--- config.mk ---
export PLATFORM = sky130hd
export DESIGN_NAME = imu_offset_calibrator_top
export DESIGN_NICKNAME = d
export VERILOG_FILES = /design/src/rtl/ioc_pkg.sv /design/src/rtl/ioc_acc_lane.sv /design/src/rtl/ioc_gyro_lane.sv /design/src/rtl/ioc_ctrl.sv /design/src/rtl/imu_offset_calibrator_top.sv
export SDC_FILE = /design/constraint.sdc
export NUM_CORES = 2
export LEC_CHECK = 0
export BUFFER_PORTS_ARGS = -buffer_cell sky130_fd_sc_hd__buf_2
export CAP_MARGIN = 0
export CORE_MARGIN = 4
export CORE_UTILIZATION = 43
export DETAILED_ROUTE_END_ITERATION = 16
export GPL_TIMING_DRIVEN = 0
export PLACE_DENSITY_LB_ADDON = 0.3
export SETUP_SLACK_MARGIN = 0.2
export SLEW_MARGIN = 30
export SYNTH_ARGS = -nofsm -noshare
export SYNTH_HDL_FRONTEND = slang
export SYNTH_SLANG_ARGS = --single-unit
--- constraint.sdc ---
create_clock -name clock -period 12.1 [get_ports clock]
set_clock_uncertainty 0.1 [all_clocks]
set_input_delay 2.42 -clock clock [delete_from_list [all_inputs] [get_ports clock]]
set_output_delay 2.42 -clock clock [all_outputs]
set_load 0.01 [all_outputs]
--- src/rtl/ioc_pkg.sv ---
// Shared types, codes and constants for the IMU offset calibrator.
// Used by every module under rtl/; depends on nothing else.
`timescale 1ns / 1ps

package ioc_pkg;

   // Request codes carried in the input tuser.
   localparam logic [1:0] REQ_SAMPLE   = 2'd0;
   localparam logic [1:0] REQ_ACC_CAL  = 2'd1;
   localparam logic [1:0] REQ_GYRO_CAL = 2'd2;

   localparam int AXES     = 3;
   localparam int ACC_AXES = 2;   // only X and Y carry a correction
   localparam int DATA_W   = 16;
   localparam int REQ_W    = 2;
   localparam int STAT_W   = 5;

   localparam int                  THRESH_W     = 22;
   localparam logic [THRESH_W-1:0] THRESH_RESET = 22'd2000;
   localparam logic [THRESH_W-1:0] MOTION_MAX   = {THRESH_W{1'b1}};

   localparam int ACC_CAL_SAMPLES  = 200;
   localparam int GYRO_CAL_SAMPLES = 50;

   // Counters run 0 .. N-1.
   localparam int ACC_CNT_W  = $clog2(ACC_CAL_SAMPLES);
   localparam int GYRO_CNT_W = $clog2(GYRO_CAL_SAMPLES);

   // A full window sum has magnitude at most N * 2^15.
   localparam int ACC_MAG_W  = $clog2(ACC_CAL_SAMPLES * (2 ** (DATA_W - 1)) + 1);
   localparam int GYRO_MAG_W = $clog2(GYRO_CAL_SAMPLES * (2 ** (DATA_W - 1)) + 1);
   localparam int ACC_SUM_W  = ACC_MAG_W + 1;
   localparam int GYRO_SUM_W = GYRO_MAG_W + 1;

   // Reciprocal multiply: floor(x / N) = (x * ceil(2^S / N)) >> S is exact
   // for x below 2^S / N, which holds with S = magnitude width + count width.
   localparam int ACC_SHIFT   = ACC_MAG_W + ACC_CNT_W;
   localparam int GYRO_SHIFT  = GYRO_MAG_W + GYRO_CNT_W;
   localparam int ACC_PROD_W  = ACC_MAG_W + ACC_SHIFT;
   localparam int GYRO_PROD_W = GYRO_MAG_W + GYRO_SHIFT;

   localparam logic [ACC_SHIFT-1:0] ACC_RECIP = ACC_SHIFT'(
      ((64'd1 << ACC_SHIFT) + 64'(ACC_CAL_SAMPLES - 1)) / 64'(ACC_CAL_SAMPLES));
   localparam logic [GYRO_SHIFT-1:0] GYRO_RECIP = GYRO_SHIFT'(
      ((64'd1 << GYRO_SHIFT) + 64'(GYRO_CAL_SAMPLES - 1)) / 64'(GYRO_CAL_SAMPLES));

   // Input stall after a completing sample while the offsets are divided.
   localparam int             HOLD_W      = 2;
   localparam logic [HOLD_W-1:0] HOLD_CYCLES = 2'd2;

   // Per-beat commands from the control unit to the lanes.
   typedef struct packed {
      logic acc_clear;
      logic acc_add;
      logic acc_done;
      logic gyro_clear;
      logic gyro_add;
      logic gyro_restart;
      logic gyro_done;
   } lane_ctrl_type;

   // Status flags of one result beat; acc_busy lands in the lowest bit.
   typedef struct packed {
      logic rejected;
      logic gyro_done;
      logic gyro_busy;
      logic acc_done;
      logic acc_busy;
   } status_type;

endpackage

--- src/rtl/ioc_acc_lane.sv ---
// One acceleration axis lane: offset removal, calibration sum and offset divide.
// Depends on ioc_pkg.
`timescale 1ns / 1ps

module ioc_acc_lane (
   input  logic                                 clock,
   input  logic                                 reset,
   input  ioc_pkg::lane_ctrl_type               ctrl,
   input  logic signed [ioc_pkg::DATA_W-1:0]    raw,
   output logic signed [ioc_pkg::DATA_W-1:0]    corr
);
   import ioc_pkg::*;

   logic signed [ACC_SUM_W-1:0]  sum_ff, sum_in;
   logic signed [ACC_SUM_W-1:0]  sum_neg;
   logic signed [DATA_W-1:0]     offset_ff, offset_in;
   logic [ACC_MAG_W-1:0]         mag;
   logic [ACC_PROD_W-1:0]        prod_ff;
   logic [DATA_W-1:0]            quot;
   logic                         neg_ff;
   logic                         div_v_ff;
   logic                         prod_v_ff;

   // Corrected output, wrapped to the data width.
   assign corr = raw - offset_ff;

   // Running sum of the calibration samples.
   always_comb begin
      sum_in = sum_ff;
      if (ctrl.acc_clear) begin
         sum_in = '0;
      end else if (ctrl.acc_add) begin
         sum_in = sum_ff + ACC_SUM_W'(raw);
      end
   end

   // Divide by the sample count through the magnitude, so it truncates toward zero.
   assign sum_neg = -sum_ff;
   assign mag     = sum_ff[ACC_SUM_W-1] ? sum_neg[ACC_MAG_W-1:0] : sum_ff[ACC_MAG_W-1:0];
   assign quot    = prod_ff[ACC_SHIFT +: DATA_W];

   always_comb begin
      offset_in = offset_ff;
      if (ctrl.acc_clear) begin
         offset_in = '0;
      end else if (prod_v_ff) begin
         offset_in = neg_ff ? $signed(DATA_W'(-quot)) : $signed(quot);
      end
   end

   // State and divide pipeline.
   always_ff @(posedge clock) begin
      if (reset) begin
         sum_ff    <= '0;
         offset_ff <= '0;
         div_v_ff  <= 1'b0;
         prod_v_ff <= 1'b0;
      end else begin
         sum_ff    <= sum_in;
         offset_ff <= offset_in;
         div_v_ff  <= ctrl.acc_done;
         prod_v_ff <= div_v_ff;
      end
   end

   always_ff @(posedge clock) begin
      if (div_v_ff) begin
         prod_ff <= ACC_PROD_W'(mag) * ACC_PROD_W'(ACC_RECIP);
         neg_ff  <= sum_ff[ACC_SUM_W-1];
      end
   end

endmodule

--- src/rtl/ioc_gyro_lane.sv ---
// One gyro axis lane: offset removal, window sum, motion sum and offset divide.
// Depends on ioc_pkg.
`timescale 1ns / 1ps

module ioc_gyro_lane (
   input  logic                                 clock,
   input  logic                                 reset,
   input  ioc_pkg::lane_ctrl_type               ctrl,
   input  logic [ioc_pkg::THRESH_W-1:0]         threshold,
   input  logic signed [ioc_pkg::DATA_W-1:0]    raw,
   output logic signed [ioc_pkg::DATA_W-1:0]    corr,
   output logic                                 motion_hit
);
   import ioc_pkg::*;

   logic signed [GYRO_SUM_W-1:0] sum_ff, sum_in;
   logic signed [GYRO_SUM_W-1:0] sum_neg;
   logic [THRESH_W-1:0]          motion_ff, motion_in;
   logic [THRESH_W-1:0]          motion_sat;
   logic [THRESH_W:0]            motion_add;
   logic signed [DATA_W-1:0]     prev_ff, prev_in;
   logic signed [DATA_W:0]       delta;
   logic signed [DATA_W:0]       delta_neg;
   logic [DATA_W-1:0]            delta_abs;
   logic signed [DATA_W-1:0]     offset_ff, offset_in;
   logic [GYRO_MAG_W-1:0]        mag;
   logic [GYRO_PROD_W-1:0]       prod_ff;
   logic [DATA_W-1:0]            quot;
   logic                         neg_ff;
   logic                         div_v_ff;
   logic                         prod_v_ff;

   assign corr = raw - offset_ff;

   // Absolute change from the previous sample, added with saturation.
   assign delta      = (DATA_W + 1)'(prev_ff) - (DATA_W + 1)'(raw);
   assign delta_neg  = -delta;
   assign delta_abs  = delta[DATA_W] ? delta_neg[DATA_W-1:0] : delta[DATA_W-1:0];
   assign motion_add = {1'b0, motion_ff} + (THRESH_W + 1)'(delta_abs);
   assign motion_sat = motion_add[THRESH_W] ? MOTION_MAX : motion_add[THRESH_W-1:0];
   assign motion_hit = (motion_sat >= threshold);

   // Window state; a rejected window restarts its sums but keeps the previous sample.
   always_comb begin
      sum_in    = sum_ff;
      motion_in = motion_ff;
      prev_in   = prev_ff;
      if (ctrl.gyro_clear) begin
         sum_in    = '0;
         motion_in = '0;
         prev_in   = '0;
      end else if (ctrl.gyro_add) begin
         prev_in = raw;
         if (ctrl.gyro_restart) begin
            sum_in    = '0;
            motion_in = '0;
         end else begin
            sum_in    = sum_ff + GYRO_SUM_W'(raw);
            motion_in = motion_sat;
         end
      end
   end

   // Divide by the window length, truncating toward zero.
   assign sum_neg = -sum_ff;
   assign mag     = sum_ff[GYRO_SUM_W-1] ? sum_neg[GYRO_MAG_W-1:0] : sum_ff[GYRO_MAG_W-1:0];
   assign quot    = prod_ff[GYRO_SHIFT +: DATA_W];

   always_comb begin
      offset_in = offset_ff;
      if (prod_v_ff) begin
         offset_in = neg_ff ? $signed(DATA_W'(-quot)) : $signed(quot);
      end
   end

   always_ff @(posedge clock) begin
      if (reset) begin
         sum_ff    <= '0;
         motion_ff <= '0;
         prev_ff   <= '0;
         offset_ff <= '0;
         div_v_ff  <= 1'b0;
         prod_v_ff <= 1'b0;
      end else begin
         sum_ff    <= sum_in;
         motion_ff <= motion_in;
         prev_ff   <= prev_in;
         offset_ff <= offset_in;
         div_v_ff  <= ctrl.gyro_done;
         prod_v_ff <= div_v_ff;
      end
   end

   always_ff @(posedge clock) begin
      if (div_v_ff) begin
         prod_ff <= GYRO_PROD_W'(mag) * GYRO_PROD_W'(GYRO_RECIP);
         neg_ff  <= sum_ff[GYRO_SUM_W-1];
      end
   end

endmodule

--- src/rtl/ioc_ctrl.sv ---
// Calibration control: sample counters, merge of the lanes' motion flags,
// lane commands and the input hold after a completed calibration. Depends on ioc_pkg.
`timescale 1ns / 1ps

module ioc_ctrl (
   input  logic                          clock,
   input  logic                          reset,
   input  logic                          accept,
   input  logic [ioc_pkg::REQ_W-1:0]     req_type,
   input  logic [ioc_pkg::AXES-1:0]      motion_hit,
   output ioc_pkg::lane_ctrl_type        lane_ctrl,
   output ioc_pkg::status_type           status,
   output logic                          stall
);
   import ioc_pkg::*;

   logic [ACC_CNT_W-1:0]  acc_count_ff, acc_count_in;
   logic [GYRO_CNT_W-1:0] gyro_count_ff, gyro_count_in;
   logic                  acc_active_ff, acc_active_in;
   logic                  gyro_active_ff, gyro_active_in;
   logic [HOLD_W-1:0]     hold_ff, hold_in;
   logic                  is_sample;
   logic                  acc_end;
   logic                  gyro_end;
   logic                  moved;

   assign is_sample = accept && (req_type == REQ_SAMPLE);
   assign acc_end   = (acc_count_ff == ACC_CNT_W'(ACC_CAL_SAMPLES - 1));
   assign gyro_end  = (gyro_count_ff == GYRO_CNT_W'(GYRO_CAL_SAMPLES - 1));
   assign moved     = |motion_hit;

   // Commands for the lanes in this beat.
   always_comb begin
      lane_ctrl.acc_clear    = accept && (req_type == REQ_ACC_CAL);
      lane_ctrl.acc_add      = is_sample && acc_active_ff;
      lane_ctrl.acc_done     = is_sample && acc_active_ff && acc_end;
      lane_ctrl.gyro_clear   = accept && (req_type == REQ_GYRO_CAL);
      lane_ctrl.gyro_add     = is_sample && gyro_active_ff;
      lane_ctrl.gyro_restart = is_sample && gyro_active_ff && gyro_end && moved;
      lane_ctrl.gyro_done    = is_sample && gyro_active_ff && gyro_end && !moved;
   end

   // Counter and activity updates.
   always_comb begin
      acc_count_in   = acc_count_ff;
      acc_active_in  = acc_active_ff;
      gyro_count_in  = gyro_count_ff;
      gyro_active_in = gyro_active_ff;
      if (lane_ctrl.acc_clear) begin
         acc_count_in  = '0;
         acc_active_in = 1'b1;
      end else if (lane_ctrl.acc_add) begin
         acc_count_in = acc_end ? '0 : acc_count_ff + 1'b1;
         if (acc_end) begin
            acc_active_in = 1'b0;
         end
      end
      if (lane_ctrl.gyro_clear) begin
         gyro_count_in  = '0;
         gyro_active_in = 1'b1;
      end else if (lane_ctrl.gyro_add) begin
         gyro_count_in = gyro_end ? '0 : gyro_count_ff + 1'b1;
         if (lane_ctrl.gyro_done) begin
            gyro_active_in = 1'b0;
         end
      end
   end

   // Hold the input while the lanes divide out the new offsets.
   always_comb begin
      hold_in = hold_ff;
      if (lane_ctrl.acc_done || lane_ctrl.gyro_done) begin
         hold_in = HOLD_CYCLES;
      end else if (hold_ff != '0) begin
         hold_in = hold_ff - 1'b1;
      end
   end

   assign stall = (hold_ff != '0);

   // Flags reported with this beat's result.
   always_comb begin
      status.acc_busy  = acc_active_in;
      status.acc_done  = lane_ctrl.acc_done;
      status.gyro_busy = gyro_active_in;
      status.gyro_done = lane_ctrl.gyro_done;
      status.rejected  = lane_ctrl.gyro_restart;
   end

   always_ff @(posedge clock) begin
      if (reset) begin
         acc_count_ff   <= '0;
         acc_active_ff  <= 1'b0;
         gyro_count_ff  <= '0;
         gyro_active_ff <= 1'b0;
         hold_ff        <= '0;
      end else begin
         acc_count_ff   <= acc_count_in;
         acc_active_ff  <= acc_active_in;
         gyro_count_ff  <= gyro_count_in;
         gyro_active_ff <= gyro_active_in;
         hold_ff        <= hold_in;
      end
   end

endmodule

--- src/rtl/imu_offset_calibrator_top.sv ---
// IMU offset calibrator: the rsp beat of an accepted req beat is registered and is
// offered in the cycle after. Throughput is one item per cycle while rsp_tready holds
// no beat back; after a beat that completes a calibration the input stalls while each
// lane's reciprocal multiply forms the offsets. Synchronous active-high reset clears
// offsets, sums, counters and the output valid, and sets the motion threshold to 2000.
`timescale 1ns / 1ps

module imu_offset_calibrator_top (
   input  logic                                 clock,
   input  logic                                 reset,
   input  logic                                 req_tvalid,
   output logic                                 req_tready,
   // raw_acc_x, raw_acc_y, raw_acc_z, raw_gyro_x, raw_gyro_y, raw_gyro_z
   input  logic [6*ioc_pkg::DATA_W-1:0]         req_tdata,
   // req_type
   input  logic [ioc_pkg::REQ_W-1:0]            req_tuser,
   output logic                                 rsp_tvalid,
   input  logic                                 rsp_tready,
   // acc_x, acc_y, acc_z, rate_x, rate_y, rate_z
   output logic [6*ioc_pkg::DATA_W-1:0]         rsp_tdata,
   // acc_cal_busy, acc_cal_done, gyro_cal_busy, gyro_cal_done, gyro_window_rejected
   output logic [ioc_pkg::STAT_W-1:0]           rsp_tuser,
   input  logic                                 csr_wr_en,
   input  logic [ioc_pkg::THRESH_W-1:0]         csr_wr_data
);
   import ioc_pkg::*;

   lane_ctrl_type            lane_ctrl;
   status_type               status;
   logic                     stall;
   logic                     out_ready;
   logic                     accept;
   logic [THRESH_W-1:0]      thresh_ff;
   logic [AXES-1:0]          motion_hit;
   logic signed [DATA_W-1:0] acc_raw  [ACC_AXES];
   logic signed [DATA_W-1:0] acc_corr [ACC_AXES];
   logic signed [DATA_W-1:0] gyro_raw  [AXES];
   logic signed [DATA_W-1:0] gyro_corr [AXES];
   logic [6*DATA_W-1:0]      data_in;
   logic [6*DATA_W-1:0]      tdata_ff;
   logic [STAT_W-1:0]        tuser_ff;
   logic                     tvalid_ff;

   // Handshake: the output register frees up as its beat is taken.
   assign out_ready  = !tvalid_ff || rsp_tready;
   assign req_tready = out_ready && !stall;
   assign accept     = req_tvalid && req_tready;

   // Motion threshold register.
   always_ff @(posedge clock) begin
      if (reset) begin
         thresh_ff <= THRESH_RESET;
      end else if (csr_wr_en) begin
         thresh_ff <= csr_wr_data;
      end
   end

   ioc_ctrl u_ctrl (
      .clock      (clock),
      .reset      (reset),
      .accept     (accept),
      .req_type   (req_tuser),
      .motion_hit (motion_hit),
      .lane_ctrl  (lane_ctrl),
      .status     (status),
      .stall      (stall)
   );

   // Accel lanes for X and Y; Z is never corrected, so its offset is not kept.
   for (genvar i = 0; i < ACC_AXES; i++) begin : g_acc
      assign acc_raw[i] = req_tdata[i*DATA_W +: DATA_W];
      ioc_acc_lane u_lane (
         .clock (clock),
         .reset (reset),
         .ctrl  (lane_ctrl),
         .raw   (acc_raw[i]),
         .corr  (acc_corr[i])
      );
   end

   // Gyro lanes, one per axis.
   for (genvar i = 0; i < AXES; i++) begin : g_gyro
      assign gyro_raw[i] = req_tdata[(AXES + i)*DATA_W +: DATA_W];
      ioc_gyro_lane u_lane (
         .clock      (clock),
         .reset      (reset),
         .ctrl       (lane_ctrl),
         .threshold  (thresh_ff),
         .raw        (gyro_raw[i]),
         .corr       (gyro_corr[i]),
         .motion_hit (motion_hit[i])
      );
   end

   // Result data: corrected sample, or zeros for a request beat.
   always_comb begin
      data_in = '0;
      if (req_tuser == REQ_SAMPLE) begin
         data_in = {gyro_corr[2], gyro_corr[1], gyro_corr[0],
                    req_tdata[2*DATA_W +: DATA_W], acc_corr[1], acc_corr[0]};
      end
   end

   // Output register.
   always_ff @(posedge clock) begin
      if (reset) begin
         tvalid_ff <= 1'b0;
      end else if (out_ready) begin
         tvalid_ff <= accept;
      end
   end

   always_ff @(posedge clock) begin
      if (accept) begin
         tdata_ff <= data_in;
         tuser_ff <= status;
      end
   end

   assign rsp_tvalid = tvalid_ff;
   assign rsp_tdata  = tdata_ff;
   assign rsp_tuser  = tuser_ff;

   // A finished calibration is never reported as still busy.
   a_done_not_busy : assert property (@(posedge clock) disable iff (reset)
      rsp_tvalid |-> !(rsp_tuser[1] && rsp_tuser[0]) && !(rsp_tuser[3] && rsp_tuser[2]))
      else $error("calibration reported done and busy together");

   // A gyro window either completes or is rejected, not both.
   a_done_or_reject : assert property (@(posedge clock) disable iff (reset)
      !(lane_ctrl.gyro_done && lane_ctrl.gyro_restart))
      else $error("gyro window both accepted and rejected");

   // No beat enters while the new offsets are still being divided.
   a_hold_after_done : assert property (@(posedge clock) disable iff (reset)
      (lane_ctrl.acc_done || lane_ctrl.gyro_done) |=> !req_tready ##1 !req_tready)
      else $error("input accepted before offsets were updated");

endmodule

==> metrics.txt <==
status finished clean; GRT overflow 0; total CTS buffers 69; Placer Congestion 0.9409; Setup crit end kind register; layout cells sized above 1 5.376%; Slew @ Worst Pin 1.077 ns; synthesized area 0.07718 sq mm; PnR worst setup slack 0.8525 ns; final hold vios 0; top-count cell post-synth inv_1; Max-Cap Viols 0; Placed Area 0.08149 sq mm; Mapped Nets 10770; Final Total Pwr 4.951 mW; Area growth syn-to-layout 8.806%; Final HPWL DP 185800 um; DR vias 58580; Finished Cell Area 0.08398 sq mm; Final ANT Viol Nets 0; largest net degree at the start of global routing 68; Initial Util 43.26%; DIE WIDTH 431.7 um; critical path launch point type input pin; antenna violations before repair 26; Reg-to-Reg End g_acc[0].u_lane.prod_ff[41]; Worst EP arrival 11.73 ns; core area 0.1784 sq mm; Worst Setup SP req_tdata[64]; clk_lat worst skew 0.67 ns; worst path required time 12.58 ns; Avg Inst Size Synth 9.306 sq um; dominant cells by area after synthesis ha_1 (24%), fa_1 (23%), dfxtp_1 (9.2%), inv_1 (8.1%), edfxtp_1 (7.2%); clock root buffer clkbuf_16; min Tclk post-route 11.25 ns; hold_ws 0.3531 ns; Largest stage delay, worst path 0.61 ns; CTS tree built; CP max-delay cell a21oi_1; register area share after synthesis 16.39%; Post-synth EDFFs 186; DP Worst Slack -0.3109 ns; flops & latches, synth 539; first-pass GRT wire length 340400 um; number of synthesis warnings 0; DRC 0; worst min-delay path category reg2reg; reg-to-reg setup timing slack 1.88 ns; Slew HR 27.45%; H-tree Lvls 3; maximum clock insertion buffer count 3; DRT Wirelength 216300 um; ys async rst share 0%; Setup-failing EPs final 0; end point of the critical path g_gyro[0].u_lane.motion_ff[14]; Post-layout nets 11060; DR iter-0 viols 3403; r2r startpoint g_acc[0].u_lane.sum_ff[0]; top cells by count, synth inv_1 (1661), ha_1 (1461), fa_1 (885); RSZ-0062 raised after global routing yes; Via density 5.316; Yosys top cell area share 23.68%; row count 155; R2R depth 28; 1st-pass router iterations 6; Post-Syn Instances 8294; pwr dens 58.96 mW/mm^2; Synth area leader ha_1; Final period util 92.95%; routed length per placed instance 19.63 um; Netlist cell types 85; CTS clk-pin slew, worst paths 0.06 ns; maximum clock frequency 88.91 MHz; # IOs 228; critical-path maximum fanout 10; die area 0.1863 sq mm; fin. max-slew vios 0; Die Y 431.7 um; Setup Crit Path Kind in2reg; global-route usage over all layers 23.34%; Pleak 43.47 nW; CTS sink count 539; VDD IR max 0.00007755 V; top_reg_cell synth dfxtp_1; Buffers on Ports 225; vias in the first global route 60170
## flip-flops by register name, indices dropped and copies added (netlist names), 22 cells and up
signal / flops
g_gyro.u_lane.motion_ff: 66
thresh_ff: 22
g_gyro.u_lane.prod_ff: 48
g_gyro.u_lane.sum_ff: 66
g_acc.u_lane.sum_ff: 48
g_acc.u_lane.offset_ff: 32
g_gyro.u_lane.offset_ff: 48
g_acc.u_lane.prod_ff: 32
rsp_tdata: 96
g_gyro.u_lane.prev_ff: 48
## layout make-up
cell class / instances / area, sq um
multi-input cells: 5947 / 57970
well taps: 2355 / 2947
fillers: 16920 / 94440
inverters: 1662 / 6238
repair buffers: 228 / 1201
clock inverters: 37 / 417.9
flip-flops and latches: 539 / 12660
diodes: 15 / 37.54
clock buffers: 91 / 1922
plain buffers: 146 / 593.1
## cells in the final DEF, fill, tap and decap left out, types with 38 or more instances in the layout
master     Yosys  routed
o211ai_1      43      43
clkbuf_1     121     114
or3_1         45      45
nand4_1       44      44
and2_1        45      45
dfxtp_1      353     351
clkbuf_16      0      71
o21bai_1      41      41
or2_2         38      38
a31oi_1       50      49
mux2i_1       63      62
nor2_1       478     476
a21o_1       134     134
o21ai_0      235     234
a21oi_1      409     409
o21a_1        63      63
buf_2          5     229
nand3_1      134     134
fa_1         885     885
ha_1        1461    1461
nand2_1      482     482
nor2b_1       71      71
o31ai_1       52      52
xor2_1       198     196
and3_1        61      61
edfxtp_1     186     186
a211oi_1      83      83
nand2b_1      49      49
nor3_1       142     141
inv_1       1661    1661
xnor2_1      291     266
## critical path, delay by kind of cell
family          cells  cell delay [ns]
compound gates     16             4.07
simple gates       10             2.61
buf+inv             5             1.39
fa+ha+maj           4             1.19
## through the flow
step	setup TNS [ns]	util (%)	cells
3_5_place_dp	-2.766	45.67	10880
3_3_place_gp	-0.1152	45.54	10870
2_1_floorplan	0	-	8294
5_1_grt	0	47.06	11010
4_1_cts	0	46.98	11010
6_report	0	47.07	11020
## power by group
group / total (mW) / switching [mW] / leakage, nW / internal [mW]
Combinational: 0.902 / 0.563 / 37.7 / 0.339
Sequential: 1.92 / 0.0176 / 4.66 / 1.91
Clock: 2.13 / 0.882 / 1.11 / 1.24
## cell families after synthesis
group                      Yosys count  share of synthesized area [%]
and+or+nand+nor                   1685                          10.26
xor gates and xnor gates           489                          5.549
muxes                               72                         0.9483
buffers and inverters             1808                          8.801
adders and majority gates         2346                          46.64
AOI/OAI and AO/OA                 1355                          11.41
DFF                                539                          16.39
## what timing repair did
action / 4_1_cts / 5_1_grt
hold buffers: 0 / 0
resized for setup: 0 / 21
hold endpoints to repair: 0 / 0
setup buffers: 0 / 0
setup endpoints to repair: 0 / 89
## worst min-delay path by stage
stage / from / endpoint / cells past startpoint
CTS: u_ctrl.hold_ff[0] / u_ctrl.hold_ff[0] / 1
global route: g_gyro[1].u_lane.prev_ff[7] / g_gyro[1].u_lane.prev_ff[7] / 2
detailed placement: g_gyro[1].u_lane.prev_ff[0] / g_gyro[1].u_lane.prev_ff[0] / 2
global placement: g_gyro[1].u_lane.prev_ff[0] / g_gyro[1].u_lane.prev_ff[0] / 2
floorplan: g_gyro[0].u_lane.sum_ff[21] / g_gyro[0].u_lane.neg_ff / 0
finish: u_ctrl.hold_ff[0] / u_ctrl.hold_ff[0] / 1
## metal layers
layer	track usage (%)	vias up	wire (um)
met5	0	-	50
li1	-	28240	-
met3	2.614	314	9581
met2	39.30	1263	101600
met1	30.69	28760	95270
met4	9.361	8	9833
(Power assumes the default switching activity.)
